==> config.mk <==
export PLATFORM = sky130hd
export DESIGN_NAME = ini_key_value_lookup
export DESIGN_NICKNAME = d
export VERILOG_FILES = /design/src/design/ikvl_pkg.sv /design/src/design/ikvl_cfg_regs.sv /design/src/design/ikvl_ctrl.sv /design/src/design/ikvl_datapath.sv /design/src/design/ini_key_value_lookup.sv
export VERILOG_INCLUDE_DIRS = /design/src /design/src/design
export SDC_FILE = /design/constraint.sdc
export NUM_CORES = 1
export LEC_CHECK = 0
export BUFFER_PORTS_ARGS = -buffer_cell sky130_fd_sc_hd__buf_2
export CORE_MARGIN = 1
export CORE_UTILIZATION = 66
export CTS_CLUSTER_SIZE = 30
export DETAILED_ROUTE_END_ITERATION = 8
export PLACE_DENSITY_LB_ADDON = 0.2
export SLEW_MARGIN = 20
export SYNTH_ARGS = -nofsm -noshare
export SYNTH_HDL_FRONTEND = slang
export SYNTH_SLANG_ARGS = --single-unit
==> constraint.sdc <==
create_clock -name i_clk -period 5 [get_ports i_clk]
set_input_delay 0 -clock i_clk [delete_from_list [all_inputs] [get_ports i_clk]]
set_output_delay 0 -clock i_clk [all_outputs]
set_load 0.005 [all_outputs]
==> src/design/ini_key_value_lookup_assert.svh <==
// Assertion macros for the INI key/value lookup block.
// Included by the modules that carry concurrent checks; no other dependencies.
`ifndef INI_KEY_VALUE_LOOKUP_ASSERT_SVH
`define INI_KEY_VALUE_LOOKUP_ASSERT_SVH

`ifndef NO_ASSERTIONS

// Same-cycle implication, disabled while reset is asserted (active low).
`define IKVL_ASSERT_IMP(name, clk, rst_n, ante, cons) \
    name: assert property (@(posedge clk) disable iff (!(rst_n)) (ante) |-> (cons)) \
        else $error("ikvl check failed (same cycle)");

// Next-cycle implication, disabled while reset is asserted (active low).
`define IKVL_ASSERT_NXT(name, clk, rst_n, ante, cons) \
    name: assert property (@(posedge clk) disable iff (!(rst_n)) (ante) |=> (cons)) \
        else $error("ikvl check failed (next cycle)");

`else

`define IKVL_ASSERT_IMP(name, clk, rst_n, ante, cons)
`define IKVL_ASSERT_NXT(name, clk, rst_n, ante, cons)

`endif

`endif

==> src/design/ikvl_pkg.sv <==
// Shared types, constants and helper functions for the INI key/value lookup.
// Used by every module of the block; depends on nothing else.
package ikvl_pkg;

    localparam int NAME_MAX_DEF  = 16;
    localparam int VALUE_MAX_DEF = 32;

    localparam int REG_W         = 64;
    localparam int LEN_W         = 5;
    localparam int NAME_CFG_BITS = 128;
    localparam int CFG_ADDR_W    = 6;
    localparam int REG_IDX_LSB   = 3;

    // Command and status widths cover the largest value store (64 entries).
    localparam int RD_ADDR_W = 6;
    localparam int EMIT_W    = 7;

    localparam logic [7:0] CH_HASH   = 8'h23;
    localparam logic [7:0] CH_LBRACK = 8'h5B;
    localparam logic [7:0] CH_RBRACK = 8'h5D;
    localparam logic [7:0] CH_EQ     = 8'h3D;
    localparam logic [7:0] CH_US     = 8'h5F;
    localparam logic [7:0] CH_COLON  = 8'h3A;
    localparam logic [7:0] CH_DOT    = 8'h2E;
    localparam logic [7:0] CH_SPACE  = 8'h20;
    localparam logic [7:0] CH_TAB    = 8'h09;
    localparam logic [7:0] CH_NL     = 8'h0A;

    typedef enum logic [2:0] {
        REG_SEC_LO  = 3'd0,
        REG_SEC_HI  = 3'd1,
        REG_SEC_LEN = 3'd2,
        REG_KEY_LO  = 3'd3,
        REG_KEY_HI  = 3'd4,
        REG_KEY_LEN = 3'd5
    } t_reg_idx;

    typedef enum logic [2:0] {
        ST_FOUND      = 3'd0,
        ST_NOT_FOUND  = 3'd1,
        ST_STRUCT_ERR = 3'd2,
        ST_BAD_SECT   = 3'd3,
        ST_BAD_KEY    = 3'd4,
        ST_BAD_VALUE  = 3'd5,
        ST_TOO_LONG   = 3'd6
    } t_status;

    typedef enum logic [2:0] {
        M_OUT   = 3'd0,
        M_SECT  = 3'd1,
        M_AFTER = 3'd2,
        M_KEY   = 3'd3,
        M_VAL   = 3'd4
    } t_mode;

    typedef struct packed {
        logic [NAME_CFG_BITS-1:0] sec_name;
        logic [LEN_W-1:0]         sec_len;
        logic [NAME_CFG_BITS-1:0] key_name;
        logic [LEN_W-1:0]         key_len;
    } t_cfg;

    typedef struct packed {
        logic                 step;
        logic                 send;
        logic                 last;
        logic [RD_ADDR_W-1:0] rd_addr;
    } t_cmd;

    typedef struct packed {
        logic              slot_free;
        logic              hit;
        logic [EMIT_W-1:0] emit_len;
    } t_stat;

    function automatic logic is_name_char(input logic [7:0] c);
        return c inside {[8'h61:8'h7A], [8'h41:8'h5A], [8'h30:8'h39],
                         CH_US, CH_DOT, CH_COLON};
    endfunction

endpackage

==> src/design/ikvl_cfg_regs.sv <==
// APB-style configuration registers holding the wanted section and key names.
// Depends on ikvl_pkg.
module ikvl_cfg_regs (
    input  logic                             i_clk,
    input  logic                             i_rst_n,
    input  logic                             psel,
    input  logic                             penable,
    input  logic                             pwrite,
    input  logic [ikvl_pkg::CFG_ADDR_W-1:0]  paddr,
    input  logic [ikvl_pkg::REG_W-1:0]       pwdata,
    output logic [ikvl_pkg::REG_W-1:0]       prdata,
    output logic                             pready,
    output ikvl_pkg::t_cfg                   o_cfg
);

    logic [ikvl_pkg::REG_W-1:0] r_sec_lo, r_sec_hi, r_key_lo, r_key_hi;
    logic [ikvl_pkg::LEN_W-1:0] r_sec_len, r_key_len;
    ikvl_pkg::t_reg_idx         reg_idx;
    logic                       wr_en;

    assign reg_idx = ikvl_pkg::t_reg_idx'(paddr[ikvl_pkg::CFG_ADDR_W-1:ikvl_pkg::REG_IDX_LSB]);
    assign wr_en   = psel && penable && pwrite;
    assign pready  = 1'b1;

    always_ff @(posedge i_clk) begin
        if (!i_rst_n) begin
            r_sec_lo  <= '0;
            r_sec_hi  <= '0;
            r_sec_len <= '0;
            r_key_lo  <= '0;
            r_key_hi  <= '0;
            r_key_len <= '0;
        end else if (wr_en) begin
            case (reg_idx)
                ikvl_pkg::REG_SEC_LO:  r_sec_lo  <= pwdata;
                ikvl_pkg::REG_SEC_HI:  r_sec_hi  <= pwdata;
                ikvl_pkg::REG_SEC_LEN: r_sec_len <= pwdata[ikvl_pkg::LEN_W-1:0];
                ikvl_pkg::REG_KEY_LO:  r_key_lo  <= pwdata;
                ikvl_pkg::REG_KEY_HI:  r_key_hi  <= pwdata;
                ikvl_pkg::REG_KEY_LEN: r_key_len <= pwdata[ikvl_pkg::LEN_W-1:0];
                default: ;
            endcase
        end
    end

    always_comb begin
        case (reg_idx)
            ikvl_pkg::REG_SEC_LO:  prdata = r_sec_lo;
            ikvl_pkg::REG_SEC_HI:  prdata = r_sec_hi;
            ikvl_pkg::REG_SEC_LEN: prdata = ikvl_pkg::REG_W'(r_sec_len);
            ikvl_pkg::REG_KEY_LO:  prdata = r_key_lo;
            ikvl_pkg::REG_KEY_HI:  prdata = r_key_hi;
            ikvl_pkg::REG_KEY_LEN: prdata = ikvl_pkg::REG_W'(r_key_len);
            default:               prdata = '0;
        endcase
    end

    assign o_cfg.sec_name = {r_sec_hi, r_sec_lo};
    assign o_cfg.sec_len  = r_sec_len;
    assign o_cfg.key_name = {r_key_hi, r_key_lo};
    assign o_cfg.key_len  = r_key_len;

endmodule

==> src/design/ikvl_ctrl.sv <==
// Controller state machine: input acceptance and sequencing of a found value run.
// Depends on ikvl_pkg and ini_key_value_lookup_assert.svh.
`include "ini_key_value_lookup_assert.svh"

module ikvl_ctrl (
    input  logic            i_clk,
    input  logic            i_rst_n,
    input  logic            i_in_valid,
    output logic            o_in_stall,
    input  ikvl_pkg::t_stat i_stat,
    output ikvl_pkg::t_cmd  o_cmd
);

    typedef enum logic [1:0] {
        S_RUN  = 2'd0,
        S_READ = 2'd1,
        S_SEND = 2'd2
    } t_state;

    t_state                        r_state, n_state;
    logic [ikvl_pkg::EMIT_W-1:0]   r_idx, n_idx, idx_inc;

    assign idx_inc = r_idx + ikvl_pkg::EMIT_W'(1);

    always_comb begin
        n_state       = r_state;
        n_idx         = r_idx;
        o_cmd         = '0;
        o_cmd.rd_addr = r_idx[ikvl_pkg::RD_ADDR_W-1:0];
        o_in_stall    = 1'b1;
        case (r_state)
            S_RUN: begin
                o_in_stall = !i_stat.slot_free;
                o_cmd.step = i_in_valid && i_stat.slot_free;
                if (o_cmd.step && i_stat.hit) begin
                    n_state = S_READ;
                    n_idx   = '0;
                end
            end
            // Wait state while the value store read lands in its output register.
            S_READ: begin
                n_state = S_SEND;
            end
            S_SEND: begin
                if (i_stat.slot_free) begin
                    o_cmd.send = 1'b1;
                    o_cmd.last = (idx_inc == i_stat.emit_len);
                    if (o_cmd.last) begin
                        n_state = S_RUN;
                    end else begin
                        n_idx   = idx_inc;
                        n_state = S_READ;
                    end
                end
            end
            default: begin
                n_state = S_RUN;
            end
        endcase
    end

    always_ff @(posedge i_clk) begin
        if (!i_rst_n) begin
            r_state <= S_RUN;
            r_idx   <= '0;
        end else begin
            r_state <= n_state;
            r_idx   <= n_idx;
        end
    end

    `IKVL_ASSERT_NXT(a_read_then_send, i_clk, i_rst_n, r_state == S_READ, r_state == S_SEND)
    `IKVL_ASSERT_IMP(a_idx_in_run, i_clk, i_rst_n, r_state != S_RUN, r_idx < i_stat.emit_len)
    `IKVL_ASSERT_NXT(a_last_ends_run, i_clk, i_rst_n, o_cmd.send && o_cmd.last, r_state == S_RUN)
    `IKVL_ASSERT_NXT(a_hit_starts, i_clk, i_rst_n, o_cmd.step && i_stat.hit, r_state == S_READ && r_idx == 7'd0)

endmodule

==> src/design/ikvl_datapath.sv <==
// Parser datapath: mode and counters, name and value stores, match logic, result register.
// Depends on ikvl_pkg; driven by commands from ikvl_ctrl.
module ikvl_datapath #(
    parameter int NAME_MAX  = ikvl_pkg::NAME_MAX_DEF,
    parameter int VALUE_MAX = ikvl_pkg::VALUE_MAX_DEF
) (
    input  logic            i_clk,
    input  logic            i_rst_n,
    input  ikvl_pkg::t_cfg  i_cfg,
    input  ikvl_pkg::t_cmd  i_cmd,
    output ikvl_pkg::t_stat o_stat,
    input  logic            i_op,
    input  logic [7:0]      i_data_byte,
    input  logic            i_out_stall,
    output logic            o_out_valid,
    output logic [2:0]      o_status,
    output logic [7:0]      o_value_byte,
    output logic [5:0]      o_value_length,
    output logic            o_last
);

    localparam int NCW = $clog2(NAME_MAX + 1);
    localparam int NIW = (NAME_MAX > 1) ? $clog2(NAME_MAX) : 1;
    localparam int VCW = $clog2(VALUE_MAX + 1);
    localparam int VIW = (VALUE_MAX > 1) ? $clog2(VALUE_MAX) : 1;

    ikvl_pkg::t_mode   r_mode, n_mode;
    logic              r_skip, n_skip;
    logic              r_fin, n_fin;
    logic [NCW-1:0]    r_sec_cnt, n_sec_cnt, r_sec_len, n_sec_len;
    logic [NCW-1:0]    r_key_cnt, n_key_cnt, r_key_len, n_key_len;
    logic [VCW-1:0]    r_val_cnt, n_val_cnt, r_emit_len, n_emit_len;

    logic [7:0]        r_sec_store [NAME_MAX];
    logic [7:0]        r_key_store [NAME_MAX];
    logic [7:0]        r_val_mem   [VALUE_MAX];
    logic [7:0]        r_rd_data;

    logic              sec_we, key_we, val_we;
    logic [7:0]        val_wdata;
    logic              res_valid, hit;
    ikvl_pkg::t_status res_status;
    logic              sec_ok, key_ok;

    logic              r_out_valid;
    ikvl_pkg::t_status r_out_status;
    logic [7:0]        r_out_byte;
    logic [5:0]        r_out_len;
    logic              r_out_last;
    logic              slot_free;

    assign slot_free = !r_out_valid || !i_out_stall;

    // Names compare against the latched lengths; entries past the length do not count.
    always_comb begin
        sec_ok = (i_cfg.sec_len == ikvl_pkg::LEN_W'(r_sec_len));
        key_ok = (i_cfg.key_len == ikvl_pkg::LEN_W'(r_key_len));
        for (int i = 0; i < NAME_MAX; i++) begin
            if (NCW'(i) < r_sec_len && r_sec_store[i] != i_cfg.sec_name[8*i +: 8]) begin
                sec_ok = 1'b0;
            end
            if (NCW'(i) < r_key_len && r_key_store[i] != i_cfg.key_name[8*i +: 8]) begin
                key_ok = 1'b0;
            end
        end
    end

    always_comb begin
        n_mode     = r_mode;
        n_skip     = r_skip;
        n_fin      = r_fin;
        n_sec_cnt  = r_sec_cnt;
        n_sec_len  = r_sec_len;
        n_key_cnt  = r_key_cnt;
        n_key_len  = r_key_len;
        n_val_cnt  = r_val_cnt;
        n_emit_len = r_emit_len;
        sec_we     = 1'b0;
        key_we     = 1'b0;
        val_we     = 1'b0;
        val_wdata  = i_data_byte;
        res_valid  = 1'b0;
        res_status = ikvl_pkg::ST_NOT_FOUND;
        hit        = 1'b0;

        if (i_cmd.step) begin
            if (i_op) begin
                // End of file re-arms the parser; a finished file gives no second result.
                n_mode    = ikvl_pkg::M_OUT;
                n_skip    = 1'b0;
                n_fin     = 1'b0;
                n_sec_cnt = '0;
                n_sec_len = '0;
                n_key_cnt = '0;
                n_key_len = '0;
                n_val_cnt = '0;
                res_valid = !r_fin;
            end else if (!r_fin) begin
                if (i_data_byte == ikvl_pkg::CH_NL) begin
                    n_skip = 1'b0;
                end
                if (!r_skip || i_data_byte == ikvl_pkg::CH_NL) begin
                    case (i_data_byte)
                        ikvl_pkg::CH_HASH: begin
                            n_skip = 1'b1;
                        end
                        ikvl_pkg::CH_LBRACK: begin
                            n_mode = ikvl_pkg::M_SECT;
                        end
                        ikvl_pkg::CH_RBRACK: begin
                            if (r_mode != ikvl_pkg::M_SECT) begin
                                res_valid  = 1'b1;
                                res_status = ikvl_pkg::ST_STRUCT_ERR;
                            end else begin
                                n_sec_len = r_sec_cnt;
                                n_sec_cnt = '0;
                                n_mode    = ikvl_pkg::M_AFTER;
                            end
                        end
                        ikvl_pkg::CH_EQ: begin
                            if (r_mode != ikvl_pkg::M_KEY) begin
                                res_valid  = 1'b1;
                                res_status = ikvl_pkg::ST_STRUCT_ERR;
                            end else begin
                                n_key_len = r_key_cnt;
                                n_key_cnt = '0;
                                n_mode    = ikvl_pkg::M_VAL;
                            end
                        end
                        ikvl_pkg::CH_SPACE, ikvl_pkg::CH_TAB: begin
                            if (r_mode == ikvl_pkg::M_VAL && r_val_cnt != '0) begin
                                if (r_val_cnt >= VCW'(VALUE_MAX)) begin
                                    res_valid  = 1'b1;
                                    res_status = ikvl_pkg::ST_TOO_LONG;
                                end else begin
                                    val_we    = 1'b1;
                                    val_wdata = ikvl_pkg::CH_SPACE;
                                    n_val_cnt = r_val_cnt + VCW'(1);
                                end
                            end
                        end
                        default: begin
                            case (r_mode)
                                ikvl_pkg::M_SECT: begin
                                    if (!ikvl_pkg::is_name_char(i_data_byte)) begin
                                        res_valid  = 1'b1;
                                        res_status = ikvl_pkg::ST_BAD_SECT;
                                    end else if (r_sec_cnt >= NCW'(NAME_MAX)) begin
                                        res_valid  = 1'b1;
                                        res_status = ikvl_pkg::ST_TOO_LONG;
                                    end else begin
                                        sec_we    = 1'b1;
                                        n_sec_cnt = r_sec_cnt + NCW'(1);
                                    end
                                end
                                ikvl_pkg::M_AFTER: begin
                                    if (ikvl_pkg::is_name_char(i_data_byte)) begin
                                        if (r_key_cnt >= NCW'(NAME_MAX)) begin
                                            res_valid  = 1'b1;
                                            res_status = ikvl_pkg::ST_TOO_LONG;
                                        end else begin
                                            key_we    = 1'b1;
                                            n_key_cnt = r_key_cnt + NCW'(1);
                                            n_mode    = ikvl_pkg::M_KEY;
                                        end
                                    end else begin
                                        n_key_cnt = '0;
                                    end
                                end
                                ikvl_pkg::M_KEY: begin
                                    if (!ikvl_pkg::is_name_char(i_data_byte)) begin
                                        res_valid  = 1'b1;
                                        res_status = ikvl_pkg::ST_BAD_KEY;
                                    end else if (r_key_cnt >= NCW'(NAME_MAX)) begin
                                        res_valid  = 1'b1;
                                        res_status = ikvl_pkg::ST_TOO_LONG;
                                    end else begin
                                        key_we    = 1'b1;
                                        n_key_cnt = r_key_cnt + NCW'(1);
                                    end
                                end
                                ikvl_pkg::M_VAL: begin
                                    if (i_data_byte == ikvl_pkg::CH_NL) begin
                                        n_val_cnt = '0;
                                        n_mode    = ikvl_pkg::M_AFTER;
                                        if (sec_ok && key_ok) begin
                                            n_fin = 1'b1;
                                            if (r_val_cnt == '0) begin
                                                res_valid  = 1'b1;
                                                res_status = ikvl_pkg::ST_FOUND;
                                            end else begin
                                                hit        = 1'b1;
                                                n_emit_len = r_val_cnt;
                                            end
                                        end
                                    end else if (!ikvl_pkg::is_name_char(i_data_byte)) begin
                                        res_valid  = 1'b1;
                                        res_status = ikvl_pkg::ST_BAD_VALUE;
                                    end else if (r_val_cnt >= VCW'(VALUE_MAX)) begin
                                        res_valid  = 1'b1;
                                        res_status = ikvl_pkg::ST_TOO_LONG;
                                    end else begin
                                        val_we    = 1'b1;
                                        n_val_cnt = r_val_cnt + VCW'(1);
                                    end
                                end
                                default: ;
                            endcase
                        end
                    endcase
                    // Every result that a byte produces ends the file.
                    if (res_valid) begin
                        n_fin = 1'b1;
                    end
                end
            end
        end
    end

    always_ff @(posedge i_clk) begin
        if (!i_rst_n) begin
            r_mode     <= ikvl_pkg::M_OUT;
            r_skip     <= 1'b0;
            r_fin      <= 1'b0;
            r_sec_cnt  <= '0;
            r_sec_len  <= '0;
            r_key_cnt  <= '0;
            r_key_len  <= '0;
            r_val_cnt  <= '0;
            r_emit_len <= '0;
        end else begin
            r_mode     <= n_mode;
            r_skip     <= n_skip;
            r_fin      <= n_fin;
            r_sec_cnt  <= n_sec_cnt;
            r_sec_len  <= n_sec_len;
            r_key_cnt  <= n_key_cnt;
            r_key_len  <= n_key_len;
            r_val_cnt  <= n_val_cnt;
            r_emit_len <= n_emit_len;
        end
    end

    always_ff @(posedge i_clk) begin
        if (sec_we) begin
            r_sec_store[r_sec_cnt[NIW-1:0]] <= i_data_byte;
        end
        if (key_we) begin
            r_key_store[r_key_cnt[NIW-1:0]] <= i_data_byte;
        end
    end

    always_ff @(posedge i_clk) begin
        if (val_we) begin
            r_val_mem[r_val_cnt[VIW-1:0]] <= val_wdata;
        end
        r_rd_data <= r_val_mem[i_cmd.rd_addr[VIW-1:0]];
    end

    // Result register: loaded by a status transaction or by one byte of a value run.
    always_ff @(posedge i_clk) begin
        if (!i_rst_n) begin
            r_out_valid <= 1'b0;
        end else if ((i_cmd.step && res_valid) || i_cmd.send) begin
            r_out_valid <= 1'b1;
        end else if (!i_out_stall) begin
            r_out_valid <= 1'b0;
        end
    end

    always_ff @(posedge i_clk) begin
        if (i_cmd.send) begin
            r_out_status <= ikvl_pkg::ST_FOUND;
            r_out_byte   <= r_rd_data;
            r_out_len    <= 6'(r_emit_len);
            r_out_last   <= i_cmd.last;
        end else if (i_cmd.step && res_valid) begin
            r_out_status <= res_status;
            r_out_byte   <= 8'd0;
            r_out_len    <= 6'd0;
            r_out_last   <= 1'b1;
        end
    end

    assign o_out_valid    = r_out_valid;
    assign o_status       = r_out_status;
    assign o_value_byte   = r_out_byte;
    assign o_value_length = r_out_len;
    assign o_last         = r_out_last;

    assign o_stat.slot_free = slot_free;
    assign o_stat.hit       = hit;
    assign o_stat.emit_len  = ikvl_pkg::EMIT_W'(r_emit_len);

endmodule

==> src/design/ini_key_value_lookup.sv <==
// INI key/value lookup. The block takes one file byte (or an end-of-file marker)
// per transaction and accepts a new byte every cycle while parsing and not
// stalled; a status result (error, not found, or an empty value found) is loaded
// into the output register in the cycle its byte is accepted. When the configured
// section and key match, the value of n bytes is sent as a run of n transactions,
// the last one flagged; each byte is first read from the value store into its
// read register, then loaded into the output register once it is free. Input is
// stalled during the run and while the output register is full and stalled.
// Bytes after a final result are accepted and ignored until end of file.
// Depends on ikvl_pkg, ikvl_cfg_regs, ikvl_ctrl and ikvl_datapath.
module ini_key_value_lookup #(
    parameter int NAME_MAX  = ikvl_pkg::NAME_MAX_DEF,
    parameter int VALUE_MAX = ikvl_pkg::VALUE_MAX_DEF
) (
    input  logic                            i_clk,
    input  logic                            i_rst_n,
    input  logic                            psel,
    input  logic                            penable,
    input  logic                            pwrite,
    input  logic [ikvl_pkg::CFG_ADDR_W-1:0] paddr,
    input  logic [ikvl_pkg::REG_W-1:0]      pwdata,
    output logic [ikvl_pkg::REG_W-1:0]      prdata,
    output logic                            pready,
    input  logic                            i_in_valid,
    output logic                            o_in_stall,
    input  logic                            i_op,
    input  logic [7:0]                      i_data_byte,
    output logic                            o_out_valid,
    input  logic                            i_out_stall,
    output logic [2:0]                      o_status,
    output logic [7:0]                      o_value_byte,
    output logic [5:0]                      o_value_length,
    output logic                            o_last
);

    ikvl_pkg::t_cfg  cfg;
    ikvl_pkg::t_cmd  cmd;
    ikvl_pkg::t_stat stat;

    ikvl_cfg_regs u_regs (
        .i_clk   (i_clk),
        .i_rst_n (i_rst_n),
        .psel    (psel),
        .penable (penable),
        .pwrite  (pwrite),
        .paddr   (paddr),
        .pwdata  (pwdata),
        .prdata  (prdata),
        .pready  (pready),
        .o_cfg   (cfg)
    );

    ikvl_ctrl u_ctrl (
        .i_clk      (i_clk),
        .i_rst_n    (i_rst_n),
        .i_in_valid (i_in_valid),
        .o_in_stall (o_in_stall),
        .i_stat     (stat),
        .o_cmd      (cmd)
    );

    ikvl_datapath #(
        .NAME_MAX  (NAME_MAX),
        .VALUE_MAX (VALUE_MAX)
    ) u_datapath (
        .i_clk          (i_clk),
        .i_rst_n        (i_rst_n),
        .i_cfg          (cfg),
        .i_cmd          (cmd),
        .o_stat         (stat),
        .i_op           (i_op),
        .i_data_byte    (i_data_byte),
        .i_out_stall    (i_out_stall),
        .o_out_valid    (o_out_valid),
        .o_status       (o_status),
        .o_value_byte   (o_value_byte),
        .o_value_length (o_value_length),
        .o_last         (o_last)
    );

endmodule
== Word-level counts from Yosys, hierarchy flattened ==
Memories as Yosys holds them, arrays and structs flattened. A register that Yosys moved wholly into a read port is not among the register bits.
Cells that the tools add are included.

* Memory bits (writable): 512
* Register bits after elaboration: 331
* Bits of input ports: 86
* Memories: 3
* Output and inout port bits: 85
* Word-level logic and storage cells: 443

* Add/sub/neg operators: 4
* Reductions and logical operators: 90
* Mux-type cells: 202
* Eq/ne operators: 77
* Bitwise logic cells: 4
* Magnitude comparators: 41

{| class="wikitable"
|+ Memories
! memory !! depth !! width !! rd ports !! clocked after Yosys merged registers in !! write ports !! line !! text
|-
| u_datapath.r_val_mem || 32 || 8 || 1 || 1 || 1 || ikvl_datapath.sv:36 || <nowiki>logic [7:0] r_val_mem [VALUE_MAX];</nowiki>
|-
| u_datapath.r_key_store || 16 || 8 || 16 || 0 || 1 || ikvl_datapath.sv:35 || <nowiki>logic [7:0] r_key_store [NAME_MAX];</nowiki>
|-
| u_datapath.r_sec_store || 16 || 8 || 16 || 0 || 1 || ikvl_datapath.sv:34 || <nowiki>logic [7:0] r_sec_store [NAME_MAX];</nowiki>
|}

{| class="wikitable"
|+ Operators by type and width
! operator !! number
|-
| one-hot mux 64 bit (6 select lines) || 1
|-
| inequality test 8 bit || 32
|-
| two-way mux 5 bit || 24
|-
| two-way mux 1 bit || 114
|-
| < comparator 4 x 5 -> 1 bit, first input constant || 16
|-
| two-way mux 8 bit || 9
|-
| two-way mux 3 bit || 22
|-
| two-way mux 6 bit || 10
|-
| logical AND 1 bit || 42
|-
| equality test 8 x 6 -> 1 bit, second input constant || 5
|-
| < comparator 3 x 5 -> 1 bit, first input constant || 8
|-
| one-hot mux 3 bit (4 select lines) || 3
|-
| one-hot mux 5 bit (2 select lines) || 3
|-
| equality test 8 x 7 -> 1 bit, second input constant || 3
|-
| two-way mux 7 bit || 3
|-
| < comparator 1 x 5 -> 1 bit, first input constant || 4
|-
| < comparator 2 x 5 -> 1 bit, first input constant || 4
|-
| nonzero test 6 bit || 3
|-
| equality test 8 x 4 -> 1 bit, second input constant || 2
|-
| >= comparator 8 x 7 -> 1 bit, second input constant || 2
|-
| less-or-equal comparator 8 x 7 -> 1 bit, second input constant || 2
|-
| AND reduction 2 bit || 8
|-
| inequality test 2 x 1 -> 1 bit, second input constant || 7
|-
| one-hot mux 7 bit (2 select lines) || 1
|-
| other kinds (48) || 90
|}

== Depth between registers and ports, before layout ==
An unclocked memory read counts as a cell.

* Depth in word-level cells: 35
* Depth in mapped cells: 10
* Depth with buffers taken out: 10

== Hierarchy ==
A second synthesis with hierarchy kept.

* Cell total of the unflattened synthesis: 2863
* Area total of the unflattened synthesis: 37025.5 µm²

{| class="wikitable"
|+ Modules (own cells, without submodules)
! module !! area an instance (µm²) !! cells each !! times used !! sequential area each (µm²)
|-
| ikvl_datapath || 24578.6 || 1545 || 1 || 16806.1
|-
| ikvl_cfg_regs || 11785.1 || 1237 || 1 || 5325.1
|-
| ikvl_ctrl || 661.9 || 81 || 1 || 180.2
|}

== Worst setup path before layout ==
Ideal clock, no wire load.

* Path type: flip-flop to flip-flop
* Start: memory u_datapath.r_key_store[0][4]
* End: register u_datapath.r_out_last, in the netlist u_datapath.o_last (enable)
* Library setup time: 0.366 ns
* Path buffers: 0
* Path slack: 2.099 ns
* Arrival: 2.534 ns
* Clock period less this slack: 2.901 ns
* Data required time: 4.634 ns
* Stages on the path, launching flop included: 9
* Cells stage by stage: edfxtp_1 xnor2_1 nand4_1 or4_1 a221oi_2 nand3_1 nor4b_1 a21oi_1 nand2_1

{| class="wikitable"
|+ RTL lines
! item !! line !! text
|-
| start, declared || ikvl_datapath.sv:35 ||
|-
| end signal, assigned || ikvl_datapath.sv:276 || <nowiki>r_out_last <= i_cmd.last;</nowiki>
|-
| end, declared || ikvl_datapath.sv:49 || <nowiki>logic r_out_last;</nowiki>
|}

== Worst setup path after layout ==
* Start: register u_datapath.r_sec_len[0]
* End: register u_datapath.r_out_byte[2], in the netlist u_datapath.o_value_byte[2] (enable)

* Cells in the longest elaborated chain, start to end: 33
* Elaborated cells on any way between the ends: 64
* Classes of those cells: order compare: 16; eq/ne: 1; mux: 28; reduce/logical: 19

{| class="wikitable"
|+ RTL lines
! item !! line !! text
|-
| start, declared || ikvl_datapath.sv:30 || <nowiki>logic [NCW-1:0] r_sec_cnt, n_sec_cnt, r_sec_len, n_sec_len;</nowiki>
|-
| start signal, assigned || ikvl_datapath.sv:236 || <nowiki>r_sec_len <= n_sec_len;</nowiki>
|-
| < comparator 1 x 5 -> 1 bit || ikvl_datapath.sv:59 || <nowiki>if (NCW'(i) < r_sec_len && r_sec_store[i] != i_cfg.sec_name[8*i +: 8]) begin</nowiki>
|-
| logical AND 1 bit || ikvl_datapath.sv:59 ||
|-
| two-way mux 1 bit (15 in series) || ikvl_datapath.sv:59 ||
|-
| two-way mux 1 bit * || ikvl_datapath.sv:59 ||
|-
| logical AND 1 bit * || ikvl_datapath.sv:186 || <nowiki>if (sec_ok && key_ok) begin</nowiki>
|-
| two-way mux 1 bit * || ikvl_datapath.sv:186 ||
|-
| two-way mux 1 bit * || ikvl_datapath.sv:183 || <nowiki>if (i_data_byte == ikvl_pkg::CH_NL) begin</nowiki>
|-
| one-hot mux 1 bit (4 select lines) * || ikvl_datapath.sv:143 || <nowiki>case (r_mode)</nowiki>
|-
| (+3 left out) || - ||
|-
| two-way mux 1 bit * || ikvl_datapath.sv:87 || <nowiki>if (i_op) begin</nowiki>
|-
| two-way mux 1 bit * || ikvl_datapath.sv:86 || <nowiki>if (i_cmd.step) begin</nowiki>
|-
| two-way mux 1 bit * || ikvl_datapath.sv:102 || <nowiki>if (!r_skip || i_data_byte == ikvl_pkg::CH_NL) begin</nowiki>
|-
| two-way mux 1 bit * || ikvl_datapath.sv:98 || <nowiki>end else if (!r_fin) begin</nowiki>
|-
| two-way mux 1 bit * || ikvl_datapath.sv:87 ||
|-
| two-way mux 1 bit * || ikvl_datapath.sv:86 ||
|-
| logical AND 1 bit * || ikvl_datapath.sv:277 || <nowiki>end else if (i_cmd.step && res_valid) begin</nowiki>
|-
| nonzero test 2 bit (no line) * || - ||
|-
| end signal, assigned || ikvl_datapath.sv:274 || <nowiki>r_out_byte <= r_rd_data;</nowiki>
|-
| end, declared || ikvl_datapath.sv:47 || <nowiki>logic [7:0] r_out_byte;</nowiki>
|}

Every way passes the cells marked *; elsewhere a longest branch is shown, timed or not. The select of a mux whose other input is x is not followed.
A chain may end at the register's enable or synchronous reset.

==> flow_summary.toml <==
[timing]
drv_slew = 0
finalHoldViolCount = 0
fin_crit_ns = 4.105
finalClockSkew_ns = 0.02391
fin_crit_sh_pct = 82.10
rsz0062_at_grt = "false"
whs_ns = 0.07214
slew_headroom_pct = 30.27
fmax_mhz = 243.6
setup_viol = 0
setup_tns_ns = 0
tightest_slew_ns = 1.045

[yosys]
synthArstFlopShare_pct = 0
yosysUniqueCellTypes = 89
syn_inst = 2953
ys_seq_area_share_pct = 62.68
syn_area_per_cell_um2 = 12.05
synth_edf_count = 527
ys_warn_count = 0
syn_area_um2 = 35600
synth-main-ff-cell = "edfxtp_1"
synth_seq_cells = 851
syn-num-nets = 3052

[critical_path]
cp-start-kind = "flip-flop"
critPathArrivalTime_ns = 4.42
cpPeakStageDelay_ns = 0.74
crit_path_cell_trace = "or2_2, o21ai_0, a21oi_1, o21ai_0, and4_1, nor4b_1, buf_4, a21oi_1, nand2_1, buf_4"
end_kind = "flip-flop"
path_delay_family = "simple AND/OR/NAND/NOR gates"
cp_slowest_cell = "nor4b_1"
path_buf_inv = 2
crit_required_ns = 5.31
crit_path_max_fanout = 15
critPathKind = "flip-flop to flip-flop"

[cells_and_area]
nNetsFinal = 3247
utilization_pct = 76.53
final_cells = 3915
area_growth_pct = 13.89
drive_above_1_share_pct = 14.33
most-common-layout-cells = "nand2_1 (582), edfxtp_1 (527), dfxtp_1 (322)"
layout_commonest_cell = "nand2_1"

[clock_network]
clockBufferDepth = 3
clkTransAtPathRegs_ns = 0.06
numCtsBuffers = 84
root_buffer = "clkbuf_16"
cts_sinks = 851
ctsHoldBuffers = 74
cts_tree = "done"
cts-htree-levels = 3
ctsResizeCount = 0
clkLatencyLatePin_ns = 0.65
post_cts_buffers = 0

[placed_design]
dpl.cell_count = 3674
gp_congestion = 0.9078
place_hpwl_um = 63210
portBuffers = 166

[power_and_ir_drop]
totalPowerFinal_mw = 14.32
max-vdd-ir-drop_mv = 0.5105
leakage_nw = 14.02
p_per_area_nw_per_um2 = 353.2

[routing]
drt_iter0_drc = 3119
num_vias = 25690
drc = 18
wire_per_inst_um = 25.82
dr.pass1.iters = 8
ant_nets = 0
topRoutingLayerUsed = "met5"
totalWireLength_um = 101100
dr_wl_met3_um = 9987
vias_per_cell = 6.561
met1Wirelength_um = 36670
wl_met2_um = 49200

[job]
maxCapViolCount = 0

[global_routing]
grt_pass1_vias = 24490
grt_max_degree = 157
track_usage_pct = 37.00
antenna_found_initial = 7
grt_pass1_wl_um = 149200
grt-ovfl-total = 0

[floorplan]
core-area_um2 = 52970
rows = 84
io_pins = 171
fp.dieW_um = 234.2
start_util_pct = 67.20
die_h_um = 234.2
die_area_um2 = 54870

[status]
violations = "design-rule violations"
status = "finished, violations left"

[worst_hold_path]
hp-class = "input pin to flip-flop"
-- synth_stat cells, types with 11 or more instances --
cell | count | area [µm²]
a21oi_1 | 303 | 1516
a221o_1 | 60 | 600.6
a22o_1 | 59 | 516.8
a31oi_1 | 18 | 112.6
and2_1 | 25 | 156.4
buf_1 | 16 | 60.06
clkbuf_1 | 155 | 581.8
dfxtp_1 | 324 | 6486
edfxtp_1 | 527 | 15830
ha_1 | 13 | 162.7
inv_1 | 18 | 67.56
mux2i_1 | 20 | 200.2
mux4_2 | 80 | 1802
nand2_1 | 586 | 2200
nand2b_1 | 11 | 68.82
nand3_1 | 23 | 115.1
nand4_1 | 31 | 193.9
nor2_1 | 133 | 499.2
nor2b_1 | 13 | 81.33
nor3_1 | 23 | 115.1
nor4_1 | 60 | 375.4
o21ai_0 | 18 | 90.09
xnor2_1 | 92 | 805.8
xor2_1 | 192 | 1682
-- path summary, 6_finish.rpt --
path	startpoint	end	slack, ns	depth (start not counted)
setup / recovery	u_datapath.r_sec_len[0]$_SDFFE_PN0P_	u_datapath.o_value_byte[2]$_SDFFCE_PN0P_	0.90	10
hold / removal	paddr[4]	u_regs.r_sec_len[2]$_SDFFE_PN0P_	0.07	4
setup reg to reg	u_datapath.r_sec_len[0]$_SDFFE_PN0P_	u_datapath.o_value_byte[2]$_SDFFCE_PN0P_	0.90	10
hold reg to reg	u_regs.r_sec_lo[24]$_SDFFE_PN0P_	u_regs.r_sec_lo[24]$_SDFFE_PN0P_	0.49	2
-- flip-flops by register name (all words and copies together) (netlist names), 7 cells and up --
| name | cells |
|---|---|
| u_datapath.r_key_store | 128 |
| u_datapath.r_rd_data | 8 |
| u_datapath.r_val_mem | 256 |
| u_regs.r_key_hi | 64 |
| u_datapath.o_value_byte | 8 |
| u_regs.r_sec_hi | 64 |
| u_regs.r_sec_lo | 64 |
| u_datapath.r_sec_store | 128 |
| u_ctrl.r_idx | 7 |
| u_regs.r_key_lo | 64 |
-- where the power goes --
part / leakage, nW / internal (mW) / switching [mW]
registers: 7.36 / 7.47 / 0.0256
clock network: 1.32 / 3.64 / 2.70
logic: 5.34 / 0.137 / 0.349
total: 14.0 / 11.2 / 3.07
-- per-layer routing --
metal	track usage [%]	vias up
li1	-	11150
met5	0	-
met4	18.08	2
met2	61.29	1662
met3	5.897	352
met1	47.73	12520
-- layout make-up --
cell class	count	area, µm²
sequential	851	22320
multi-input combinational	1904	12560
fill	3221	12430
clock buffer	115	2323
timing repair buffer	285	1937
tap	688	860.8
clock inverter	40	422.9
inverter	22	90.09
antenna	10	25.02
-- worst reg2reg max path, cell delays in order (launching register included) --
cell and delay [ns]:
dfxtp_1 0.46, or2_2 0.38, o21ai_0 0.47, a21oi_1 0.07
o21ai_0 0.44, and4_1 0.44, nor4b_1 0.74, buf_4 0.26
a21oi_1 0.14, nand2_1 0.10, buf_4 0.26
-- cells by family (layout without fill, tap and decap cells) --
logic type	after synthesis	after routing	share of synthesized area, %
AOI/OAI and AO/OA	527	527	9.617
xor gates and xnor gates	284	284	6.988
other	1	11	0.01054
muxes	106	106	5.814
buffers and inverters	198	462	2.113
and+or+nand+nor	973	973	12.32
DFF	851	851	62.68
adders and majority gates	13	13	0.4570
-- metrics by stage --
stage | instance area [µm²] | worst slack (ns)
finish | 40540 | 0.8952
global route | 40530 | 0.9308
CTS | 40480 | 1.085
detailed placement | 37000 | 0.9272
global placement | 36990 | 1.060
floorplan | 35600 | 2.099
(Power assumes the default switching activity.)
